--- config.mk ---
export PLATFORM = sky130hd
export DESIGN_NAME = mpeg_audio_frame_length_top_flat
export DESIGN_NICKNAME = d
export VERILOG_FILES = /design/src/sv/mafl_pkg.sv /design/src/sv/mafl_if.sv /design/src/sv/mpeg_audio_frame_length_top.sv /design/src/sv/mafl_decode.sv /design/src/sv/mafl_div_cell.sv /design/src/flat_wrapper.sv
export VERILOG_INCLUDE_DIRS = /design/src /design/src/sv
export SDC_FILE = /design/constraint.sdc
export NUM_CORES = 1
export LEC_CHECK = 0
export ABC_CLOCK_PERIOD_IN_PS = 7300
export BUFFER_PORTS_ARGS = -buffer_cell sky130_fd_sc_hd__buf_2
export CAP_MARGIN = 20
export CORE_ASPECT_RATIO = 0.8
export CORE_UTILIZATION = 60
export DETAILED_ROUTE_END_ITERATION = 10
export PLACE_DENSITY = 0.72
export SETUP_SLACK_MARGIN = 0.3
export SKIP_LAST_GASP = 1
export SYNTH_ARGS = -nofsm -noshare
export SYNTH_HDL_FRONTEND = slang
export SYNTH_SLANG_ARGS = --single-unit
--- constraint.sdc ---
create_clock -name clk -period 7.3 [get_ports clk]
set_clock_uncertainty 0.2 [all_clocks]
set_input_delay 0.365 -clock clk [delete_from_list [all_inputs] [get_ports clk]]
set_output_delay 0.365 -clock clk [all_outputs]
set_load 0.02 [all_outputs]
--- src/sv/mpeg_audio_frame_length_top_assert.svh ---
// Assertion macros for the frame length block.
`ifndef MPEG_AUDIO_FRAME_LENGTH_TOP_ASSERT_SVH
`define MPEG_AUDIO_FRAME_LENGTH_TOP_ASSERT_SVH

// Same-cycle implication, checked out of reset.
`define MAFL_CHECK(label, ante, cons, msg) \
  label: assert property (@(posedge clk) disable iff (!rst_n) (ante) |-> (cons)) \
    else $error(msg);

// Next-cycle implication, checked out of reset.
`define MAFL_CHECK_NEXT(label, ante, cons, msg) \
  label: assert property (@(posedge clk) disable iff (!rst_n) (ante) |=> (cons)) \
    else $error(msg);

`endif

--- src/sv/mafl_pkg.sv ---
`timescale 1ns / 1ps

package mafl_pkg;

  localparam int QW = 12;          // quotient bits, one per divider cell
  localparam int NW = 26;          // numerator width
  localparam int FW = 16;          // sample rate width
  localparam int DW = FW + QW - 1; // divisor / remainder width in the cells
  localparam int BW = 8;           // byte rate width
  localparam int KW = 21;          // samples * 1000
  localparam int LW = 12;          // frame length width

  localparam logic [2:0] TYPE_V1_L1  = 3'd0;
  localparam logic [2:0] TYPE_V1_L2  = 3'd1;
  localparam logic [2:0] TYPE_V1_L3  = 3'd2;
  localparam logic [2:0] TYPE_V2_L1  = 3'd3;
  localparam logic [2:0] TYPE_V2_L2  = 3'd4;
  localparam logic [2:0] TYPE_V2_L3  = 3'd5;
  localparam logic [2:0] TYPE_NONE   = 3'd6;

  localparam logic [10:0]   SYNC_PATTERN = 11'h7ff;
  localparam logic [BW-1:0] RATE_BAD     = 8'hff;

  // Data handed from cell to cell.
  typedef struct packed {
    logic [DW-1:0] rem;
    logic [DW-1:0] dvs;
    logic [QW-1:0] quo;
    logic          ok;
    logic          l1;
    logic          pad;
  } div_t;

  // {version, layer} to frame type
  function automatic logic [2:0] type_of(input logic [3:0] vl);
    logic [2:0] t;
    case (vl)
      4'd1, 4'd9:  t = TYPE_V2_L3;
      4'd2, 4'd10: t = TYPE_V2_L2;
      4'd3, 4'd11: t = TYPE_V2_L1;
      4'd13:       t = TYPE_V1_L3;
      4'd14:       t = TYPE_V1_L2;
      4'd15:       t = TYPE_V1_L1;
      default:     t = TYPE_NONE;
    endcase
    return t;
  endfunction

  localparam logic [BW-1:0] RATE_TAB [6][16] = '{
    '{8'd0, 8'd4, 8'd8, 8'd12, 8'd16, 8'd20, 8'd24, 8'd28,
      8'd32, 8'd36, 8'd40, 8'd44, 8'd48, 8'd52, 8'd56, 8'd255},
    '{8'd0, 8'd4, 8'd6, 8'd7, 8'd8, 8'd10, 8'd12, 8'd14,
      8'd16, 8'd20, 8'd24, 8'd28, 8'd32, 8'd40, 8'd48, 8'd255},
    '{8'd0, 8'd4, 8'd5, 8'd6, 8'd7, 8'd8, 8'd10, 8'd12,
      8'd14, 8'd16, 8'd20, 8'd24, 8'd28, 8'd32, 8'd40, 8'd255},
    '{8'd0, 8'd4, 8'd6, 8'd7, 8'd8, 8'd10, 8'd12, 8'd14,
      8'd16, 8'd18, 8'd20, 8'd22, 8'd24, 8'd28, 8'd32, 8'd255},
    '{8'd0, 8'd1, 8'd2, 8'd3, 8'd4, 8'd5, 8'd6, 8'd7,
      8'd8, 8'd10, 8'd12, 8'd14, 8'd16, 8'd18, 8'd20, 8'd255},
    '{8'd0, 8'd1, 8'd2, 8'd3, 8'd4, 8'd5, 8'd6, 8'd7,
      8'd8, 8'd10, 8'd12, 8'd14, 8'd16, 8'd18, 8'd20, 8'd255}
  };

  function automatic logic [BW-1:0] rate_of(input logic [2:0] t, input logic [3:0] bri);
    logic [BW-1:0] r;
    if (t >= TYPE_NONE) begin
      r = '0;
    end else begin
      r = RATE_TAB[t][bri];
    end
    return r;
  endfunction

  localparam logic [FW-1:0] FREQ_TAB [4][4] = '{
    '{16'd11025, 16'd12000, 16'd8000,  16'd0},
    '{16'd0,     16'd0,     16'd0,     16'd0},
    '{16'd22050, 16'd24000, 16'd16000, 16'd0},
    '{16'd44100, 16'd48000, 16'd32000, 16'd0}
  };

  function automatic logic [FW-1:0] freq_of(input logic [1:0] ver, input logic [1:0] sri);
    return FREQ_TAB[ver][sri];
  endfunction

  // Samples per frame times 1000; layer I counted in 4-byte slots.
  function automatic logic [KW-1:0] kilo_samples(input logic [2:0] t);
    logic [KW-1:0] k;
    case (t)
      TYPE_V1_L1, TYPE_V2_L1: k = KW'(96000);
      TYPE_V1_L2, TYPE_V1_L3, TYPE_V2_L2: k = KW'(1152000);
      TYPE_V2_L3: k = KW'(576000);
      default: k = '0;
    endcase
    return k;
  endfunction

endpackage

--- src/sv/mafl_if.sv ---
`timescale 1ns / 1ps

interface mafl_in_if;
  logic        valid;
  logic        ready;
  logic [31:0] header_word;

  modport source (output valid, output header_word, input ready);
  modport sink (input valid, input header_word, output ready);
endinterface

interface mafl_out_if;
  logic        valid;
  logic        ready;
  logic [11:0] frame_bytes;
  logic        frame_ok;

  modport source (output valid, output frame_bytes, output frame_ok, input ready);
  modport sink (input valid, input frame_bytes, input frame_ok, output ready);
endinterface

--- src/sv/mpeg_audio_frame_length_top.sv ---
`timescale 1ns / 1ps

// Channel   Dir  Payload                         Handshake
// in_chan   in   header_word[31:0]               valid/ready
// out_chan  out  frame_bytes[11:0], frame_ok     valid/ready
//
// One header per cycle sustained while out_chan does not stall; the pipeline is one
// decode/multiply stage, twelve divider cells (one quotient bit each), one output register.
// The divider row holds up to twelve headers in flight.
// Reset (rst_n, synchronous) empties every stage; no payload is cleared.
// Each stage loads when it is empty or its successor moves, so bubbles close
// up under an output stall, and in_chan stays ready until every stage is full.

module mpeg_audio_frame_length_top import mafl_pkg::*; (
  input  logic clk,
  input  logic rst_n,
  mafl_in_if.sink    in_chan,
  mafl_out_if.source out_chan
);

  // Stage 0 is the decoder, stages 1..QW the divider cells.
  logic [QW:0] vld;
  logic [QW:0] adv;
  div_t        dat [0:QW];

  logic          out_valid_r;
  logic [LW-1:0] bytes_r;
  logic          ok_r;
  logic          out_adv;

  logic [LW-1:0] base_len;
  logic [LW-1:0] slot_len;
  logic [LW-1:0] len;

  // Ready ripples back from the output register through the row.
  assign out_adv = !out_valid_r || out_chan.ready;
  assign adv[QW] = !vld[QW] || out_adv;

  genvar gi;
  generate
    for (gi = 0; gi < QW; gi++) begin : g_adv
      assign adv[gi] = !vld[gi] || adv[gi+1];
    end
  endgenerate

  assign in_chan.ready = adv[0];

  mafl_decode u_decode (
    .clk        (clk),
    .rst_n      (rst_n),
    .up_valid   (in_chan.valid),
    .header_word(in_chan.header_word),
    .take       (adv[0]),
    .valid_r    (vld[0]),
    .data_r     (dat[0])
  );

  // Divider row: cell k resolves quotient bit QW-k.
  generate
    for (gi = 1; gi <= QW; gi++) begin : g_cell
      mafl_div_cell u_cell (
        .clk     (clk),
        .rst_n   (rst_n),
        .up_valid(vld[gi-1]),
        .up_data (dat[gi-1]),
        .take    (adv[gi]),
        .valid_r (vld[gi]),
        .data_r  (dat[gi])
      );
    end
  endgenerate

  // Layer I: quotient is a slot count, scale by 4 bytes; padding adds a slot.
  always_comb begin
    base_len = dat[QW].l1 ? {dat[QW].quo[QW-3:0], 2'b00} : LW'(dat[QW].quo);
    slot_len = dat[QW].l1 ? LW'(4) : LW'(1);
    len      = dat[QW].ok ? (base_len + (dat[QW].pad ? slot_len : '0)) : '0;
  end

  always_ff @(posedge clk) begin
    if (!rst_n) begin
      out_valid_r <= 1'b0;
    end else if (out_adv) begin
      out_valid_r <= vld[QW];
    end
  end

  always_ff @(posedge clk) begin
    if (out_adv) begin
      bytes_r <= len;
      ok_r    <= len != '0;
    end
  end

  assign out_chan.valid       = out_valid_r;
  assign out_chan.frame_bytes = bytes_r;
  assign out_chan.frame_ok    = ok_r;

`include "mpeg_audio_frame_length_top_assert.svh"

  // Input only stalls once every stage and the output register hold a transaction.
  `MAFL_CHECK(a_full_when_stalled, !in_chan.ready, (&vld) && out_valid_r, "input stalled with a free stage")
  // A header with a bad sync pattern must be marked invalid at decode.
  `MAFL_CHECK_NEXT(a_bad_sync, in_chan.valid && in_chan.ready && (in_chan.header_word[31:21] != SYNC_PATTERN), !dat[0].ok, "bad sync decoded as valid")
  // A valid output reports ok exactly when the length is nonzero.
  `MAFL_CHECK(a_ok_match, out_valid_r, ok_r == (bytes_r != '0), "frame_ok disagrees with frame_bytes")

endmodule

--- src/sv/mafl_decode.sv ---
`timescale 1ns / 1ps

module mafl_decode import mafl_pkg::*; (
  input  logic        clk,
  input  logic        rst_n,
  input  logic        up_valid,
  input  logic [31:0] header_word,
  input  logic        take,
  output logic        valid_r,
  output div_t        data_r
);

  logic [2:0]       ftype;
  logic [BW-1:0]    brate;
  logic [FW-1:0]    freq;
  logic             ok;
  logic [KW+BW-1:0] prod;
  div_t             data_nxt;

  always_comb begin
    ftype = type_of(header_word[20:17]);
    brate = rate_of(ftype, header_word[15:12]);
    freq  = freq_of(header_word[20:19], header_word[11:10]);
    ok    = (header_word[31:21] == SYNC_PATTERN) && (ftype != TYPE_NONE) &&
            (brate != '0) && (brate != RATE_BAD) && (freq != '0);
    prod  = kilo_samples(ftype) * brate;

    data_nxt.rem = ok ? DW'(prod[NW-1:0]) : '0;
    data_nxt.dvs = {freq, {(QW-1){1'b0}}};
    data_nxt.quo = '0;
    data_nxt.ok  = ok;
    data_nxt.l1  = (ftype == TYPE_V1_L1) || (ftype == TYPE_V2_L1);
    data_nxt.pad = header_word[9];
  end

  always_ff @(posedge clk) begin
    if (!rst_n) begin
      valid_r <= 1'b0;
    end else if (take) begin
      valid_r <= up_valid;
    end
  end

  always_ff @(posedge clk) begin
    if (take) begin
      data_r <= data_nxt;
    end
  end

endmodule

--- src/sv/mafl_div_cell.sv ---
`timescale 1ns / 1ps

// One restoring-division step: trial subtract, shift in a quotient bit,
// halve the divisor for the next cell.
module mafl_div_cell import mafl_pkg::*; (
  input  logic clk,
  input  logic rst_n,
  input  logic up_valid,
  input  div_t up_data,
  input  logic take,
  output logic valid_r,
  output div_t data_r
);

  logic fits;
  div_t data_nxt;

  always_comb begin
    fits         = up_data.rem >= up_data.dvs;
    data_nxt     = up_data;
    data_nxt.rem = fits ? (up_data.rem - up_data.dvs) : up_data.rem;
    data_nxt.dvs = up_data.dvs >> 1;
    data_nxt.quo = {up_data.quo[QW-2:0], fits};
  end

  always_ff @(posedge clk) begin
    if (!rst_n) begin
      valid_r <= 1'b0;
    end else if (take) begin
      valid_r <= up_valid;
    end
  end

  always_ff @(posedge clk) begin
    if (take) begin
      data_r <= data_nxt;
    end
  end

endmodule

--- src/flat_wrapper.sv ---
// flat-port wrapper written by rule: the top's interface ports become plain ports
module mpeg_audio_frame_length_top_flat import mafl_pkg::*;
  (clk, rst_n, in_chan_valid, in_chan_header_word, in_chan_ready, out_chan_valid, out_chan_frame_bytes, out_chan_frame_ok, out_chan_ready);
  mafl_in_if in_chan_i ();
  mafl_out_if out_chan_i ();
  input  logic clk;
  input  logic rst_n;
  input wire logic [$bits(in_chan_i.valid)-1:0] in_chan_valid;
  input wire logic [$bits(in_chan_i.header_word)-1:0] in_chan_header_word;
  output wire logic [$bits(in_chan_i.ready)-1:0] in_chan_ready;
  output wire logic [$bits(out_chan_i.valid)-1:0] out_chan_valid;
  output wire logic [$bits(out_chan_i.frame_bytes)-1:0] out_chan_frame_bytes;
  output wire logic [$bits(out_chan_i.frame_ok)-1:0] out_chan_frame_ok;
  input wire logic [$bits(out_chan_i.ready)-1:0] out_chan_ready;
  assign in_chan_i.valid = in_chan_valid;
  assign in_chan_i.header_word = in_chan_header_word;
  assign in_chan_ready = in_chan_i.ready;
  assign out_chan_valid = out_chan_i.valid;
  assign out_chan_frame_bytes = out_chan_i.frame_bytes;
  assign out_chan_frame_ok = out_chan_i.frame_ok;
  assign out_chan_i.ready = out_chan_ready;
  mpeg_audio_frame_length_top u_core (.clk(clk), .rst_n(rst_n), .in_chan(in_chan_i), .out_chan(out_chan_i));
endmodule
Word-level counts from Yosys, hierarchy flattened

Memories as Yosys holds them, arrays and structs flattened.
Cells that the tools add are included.
Widths: inputs -> output; s select.

Register bits: 660
ROM bits: 1072
Output and inout port bits: 15
Word-level logic and storage cells: 203
Memories: 2

Memory list:

| memory           | depth | width | rd ports | clocked after Yosys merged registers in | wr ports | line           | source |
|---|---|---|---|---|---|---|---|
| (name not given) | 8     | 128   | 1        | 0                                       | 0        | mafl_pkg.sv:69 | `r = RATE_TAB[t][bri];` |
| (name not given) | 16    | 3     | 1        | 0                                       | 0        | mafl_pkg.sv:37 | `case (vl)` |

Add/sub/neg operators: 12
Multipliers: 1
$lt $le $gt $ge: 17
Equal/unequal tests: 8
Multiplexer cells: 28
Bitwise operators: 4
Reduce and logical (&&, ||, !) cells: 39

Operator list:

| cell             | count |
|---|---|
| $mux 27          | 11 |
| $mux 128         | 2 |
| $bmux 64 s2      | 1 |
| $mux 64          | 2 |
| $pmux 21 s3      | 1 |
| $mux 12          | 3 |
| $bmux 16 s2      | 1 |
| $bmux 8 s4       | 1 |
| $mux 16          | 2 |
| $ge 27x16->1     | 1 |
| $ge 27x17->1     | 1 |
| $ge 27x18->1     | 1 |
| $ge 27x19->1     | 1 |
| $ge 27x20->1     | 1 |
| $ge 27x21->1     | 1 |
| $ge 27x22->1     | 1 |
| $ge 27x23->1     | 1 |
| $ge 27x24->1     | 1 |
| $ge 27x25->1     | 1 |
| $ge 27x26->1     | 1 |
| $ge 27x27->1     | 1 |
| $sub 27x17->27   | 1 |
| $sub 27x18->27   | 1 |
| $sub 27x19->27   | 1 |
| other kinds (33) | 70 |

Logic depth before layout (Yosys ltp)

Word-level depth: 15
Mapped depth: 30
Gate-level depth less buffers: 29

By module

A second synthesis with hierarchy kept.

Cells, all modules: 4644
Area total of the unflattened synthesis: 54823.8 um^2

Modules (own cells, without submodules):

| module                                        | times used | cells an instance | area each (um^2) |
|---|---|---|---|
| mafl_div_cell at u_core.g_cell[3].u_cell ...  | 7          | 336               | 4112.7 |
| mafl_div_cell at u_core.g_cell[10].u_cell ... | 5          | 324               | 3980.1 |
| mafl_decode                                   | 1          | 563               | 5056.1 |
| mpeg_audio_frame_length_top                   | 1          | 109               | 1078.5 |

Worst setup path after synthesis

Ideal clock, no wire load.

Path type: input port to flip-flop
From: input port in_chan_header_word[17]
To: register u_core.u_decode.data_r[67] (netlist bit), data pin
Arrival time: 6.065 ns
Data required time: 6.845 ns
Setup slack: 0.780 ns
Stages on the path: 27
Path buffers: 0
Path through: inv_1 -> ha_1 -> nand2b_1 -> nand2_1 -> inv_1 -> ha_1 -> o21bai_1 -> a211o_1 -> a211oi_1 -> a21boi_0 -> fa_1 -> inv_1 -> fa_1 -> inv_1 -> fa_1 -> inv_1 -> fa_1 -> inv_1 -> ha_1 -> o21ai_0 -> a21oi_1 -> o211ai_1 -> a21oi_1 -> nor3_1 -> o41ai_1 -> xnor2_1 -> and2_1

Longest elaborated chain between the ends: 13
Elaborated cells on any way between the ends: 27

RTL lines:

| what                                                                   | line              | source |
|---|---|---|
| from (decl)                                                            | flat_wrapper.sv:9 | `input wire logic [$bits(in_chan_i.header_word)-1:0] in_chan_header_word;` |
| $mem_v2 16x3 (*)                                                       | n/a               |  |
| parallel branches: the longest is 12 deep, another holds $mem_v2 8x128 | n/a               |  |
| to (signal assigned)                                                   | mafl_decode.sv:46 | `data_r <= data_nxt;` |
| to (decl)                                                              | mafl_decode.sv:10 | `output div_t data_r` |

Mark *: on every way between the ends. The select of a mux whose other input is x is not followed.
A chain may end at the register's enable or synchronous reset.

Final worst setup path

Same ends and word-level chain as after synthesis.

==> run summary <==
The part of the cycle the worst path needs came out at 89.8%. The initial core utilization is 60.9%. The post-detailed-route wirelength per cell is 18.9 um. The number of standard-cell rows in the floorplan is 76. On the worst path, the slowest cell contributes a delay of 550 ps.

The largest driver fanout on the critical path is 10. STA classifies the critical path startpoint as an input port. The final count of pins violating max slew came out at 0.

The count of cell types in the netlist came out at 94. The chip width came out at 264 um. Synthesis produced a netlist whose cell count is 2911. In the final timing run, aggregate negative setup slack is 0 ps. The slowest stage of the critical path belongs to the cell sky130_fd_sc_hd__fa_1. The number of vias per cell came out at 5.94.

The number of antenna cells inserted is 0. Setup repair after global routing could not meet its margin everywhere. The total grt overflow is 0. The buffer levels on the longest clock path is 3.

The flow ran to the end, and the final reports show no timing, DRC or antenna violations. The headroom to the max-slew limit came out at 30.1%. Entering global routing, the biggest net connects 55 pins.

The classification of the worst setup path is input port to register. The most critical setup path has its endpoint at u_core.u_decode.data_r[67]. The most frequent cell after synthesis is sky130_fd_sc_hd__edfxtp_1.

The CTS H-tree depth came out at 2. The capturing element type of the critical path is a register. The final cell count without fillers is 3741. The clock-pin slew on the worst setup and hold paths is 60 ps. The final period demand of the worst path is 6560 ps.

The number of setup buffers added after CTS is 0. The count of TritonRoute iterations in the first routing pass came out at 7. Setup slack on the critical path of the routed design comes to 741 ps. For the pin with the worst max-slew slack, the measured transition is 1050 ps. The number of warning messages in the yosys log is 0.

By area the synthesized netlist is led by sky130_fd_sc_hd__edfxtp_1, sky130_fd_sc_hd__ha_1, sky130_fd_sc_hd__fa_1. The number of antenna violations at the first check in global routing is 2. For this run, the leading register cell type out of synthesis is sky130_fd_sc_hd__edfxtp_1. The die boundary height came out at 211 um. The share of the synthesized area in the top cell type is 50.6%. The minimum setup slack among reg-to-reg paths came out at 2880 ps. The static leakage is 0.0149 uW. The power density over the cells is 356 nW/um^2. The number of cells traversed by the worst register-to-register path came out at 9. Routability-driven placement finished with a final weighted congestion of 0.927. The area of the core region came out at 53900 sq um. The combined area of all synthesized cells came out at 32900 sq um. The critical hold path startpoint is in_chan_header_word[10]. The number of flops mapped to enable cells by yosys came out at 553. The count of max-cap constraint violations came out at 0. The post-route antenna net violation count came out at 0. The number of vias in the routed layout is 22.2k. By count the netlist is led by sky130_fd_sc_hd__edfxtp_1, sky130_fd_sc_hd__inv_1, sky130_fd_sc_hd__ha_1.

Compared with the post-synthesis result, the final layout area differs by 9.50%. The global router's overall resource usage is 25.7%. Data arrives at the worst endpoint at 6690 ps. The number of I/O pins came out at 51. The part of the Yosys area used for sequential elements came out at 51.4%. The area of the die came out at 55700 sq um. The number of setup violations in the final report came out at 0. The fraction of registers with async set or reset after synthesis came out at 0%.

The first-pass GRT wire length came out at 114 mm. In this run, the number of DRC markers left after iteration 0 of detailed routing was 1788. The estimated wirelength of the detail-placed design is 53.3 mm. OpenSTA, run right after detailed placement, puts the worst setup slack at 54.3 ps. The post-synthesis net count came out at 3235. The most prevalent standard cell on the critical path is sky130_fd_sc_hd__inv_1. The maximum clock frequency is 0.152 GHz. The critical path launch point is in_chan_header_word[17]. The hold violation count in the final report came out at 0. In this run the clock root is driven by a sky130_fd_sc_hd__clkbuf_16.

The worst-case IR drop observed on VDD is 0.000196 V. Wires add up to 70.9 mm. The filler cell count in the final layout came out at 4049.

In this run the worst hold path is classified as input port to register. The startpoint identified for the worst register-to-register timing path is u_core.g_cell[12].u_cell.data_r[1]. TritonCTS built the clock tree. The cell type with the highest aggregate area in the netlist is sky130_fd_sc_hd__edfxtp_1. The number of buffers created by CTS came out at 55. The clock latency at the later pin of the worst-skew pair came out at 620 ps. The mean instance size in the synthesized netlist came out at 11.3 sq um. The number of global-route vias before repair is 21.4k. Data on the critical path is required at its endpoint by 7440 ps. The count of buffers from port buffering came out at 40.

In the final layout, the share of cells above drive strength 1 is 8.56%. The number of cells after detailed placement is 3628. The layout net count is 3319. In this run the critical register-to-register path is captured at u_core.out_chan.frame_ok. The count of unresolved DRC violations after routing came out at 0. The clock sink count came out at 567. The synthesized flop and latch total is 567.
[kinds of logic (layout without fill, tap and decap cells)]
logic type,count (synthesis),in the layout,synth area share [%]
AND/OR/NAND/NOR,812,812,12.6
AO/OA/AOI/OAI,640,640,12.5
flip-flops,567,567,51.4
buffers and inverters,361,489,4.25
adder cells (fa/ha/maj),288,288,12.3
XOR/XNOR,187,187,4.99
multiplexers,56,56,1.89
[per-layer routing]
metal	vias up	GRT usage [%]	wire [um]
met5	-	0	13
met4	2	5.79	1210
met3	105	3.46	4360
met2	702	40.9	32000
met1	10673	37.7	33200
li1	10753	-	-
[final cells by class]
| cell class | count | area (sq um) | area share (%) |
|---|---|---|---|
| sequential | 567 | 16900 | 46.9 |
| clock inverter | 44 | 455 | 1.27 |
| multi-input combinational | 1983 | 14600 | 40.6 |
| inverter | 305 | 1140 | 3.18 |
| tap | 702 | 878 | 2.44 |
| clock buffer | 57 | 1410 | 3.91 |
| timing repair buffer | 83 | 601 | 1.67 |
[per-stage QoR]
stage | utilization, % | hold WS [ps] | total power, uW | instance area (sq um)
6_report | 66.7 | 142 | 12800 | 36000
5_1_grt | 66.7 | 147 | 13600 | 36000
4_1_cts | 66.5 | 106 | 12800 | 35900
3_5_place_dp | 62.9 | 205 | 9800 | 33900
3_3_place_gp | 62.9 | 202 | 9650 | 33900
2_1_floorplan | - | 200 | 8630 | 32900
[flip-flops by register name (all words and copies together) (netlist names)]
signal,cells
u_core.g_cell.u_cell.data_r,505
u_core.u_decode.data_r,35
u_core.g_cell.u_cell.valid_r,12
u_core.out_chan.frame_bytes,12
u_core.out_chan.frame_ok,1
u_core.out_chan.valid,1
u_core.u_decode.valid_r,1
[power breakdown]
part	internal (uW)	switching, uW	total, uW
clock network	1680	1220	2900
logic	2090	2690	4770
registers	4620	502	5120
total	8390	4410	12800
[worst min path at each step]
stage                                         end  slack [ps]  depth (start not counted)
3_5_place_dp   u_core.g_cell[11].u_cell.data_r[1]         200                          0
2_1_floorplan  u_core.g_cell[10].u_cell.data_r[0]         200                          0
6_report               u_core.u_decode.data_r[30]         140                          3
3_3_place_gp    u_core.g_cell[3].u_cell.data_r[0]         200                          0
4_1_cts                u_core.u_decode.data_r[30]         110                          3
5_1_grt                u_core.u_decode.data_r[36]         150                          2
[timing repair]
action                                 4_1_cts  5_1_grt
hold buffers                                 6        0
setup endpoints to repair                    0        4
endpoints found under the hold margin       17        0
resized for setup                            0        3
[worst max-delay path: cells and delay by family]
kind	cells	cell delay, ps
adder cells (fa/ha/maj)	7	2720
AO/OA/AOI/OAI	8	1520
AND/OR/NAND/NOR	7	1180
buffers and inverters	8	820
XOR/XNOR	1	90
[layout by cell type, fill, tap and decap left out, drive strengths merged, types with 43 or more instances in the layout]
cell type  instances
edfxtp           553
inv              304
ha               228
nor2             215
a21oi            191
nand2            184
o21ai            154
xnor2            100
xor2              87
buf               76
nor3              62
a21o              60
fa                60
clkbuf            58
nand3             46
nor2b             45
and2              44
o21a              44
mux2              43
(Power assumes the default switching activity.)
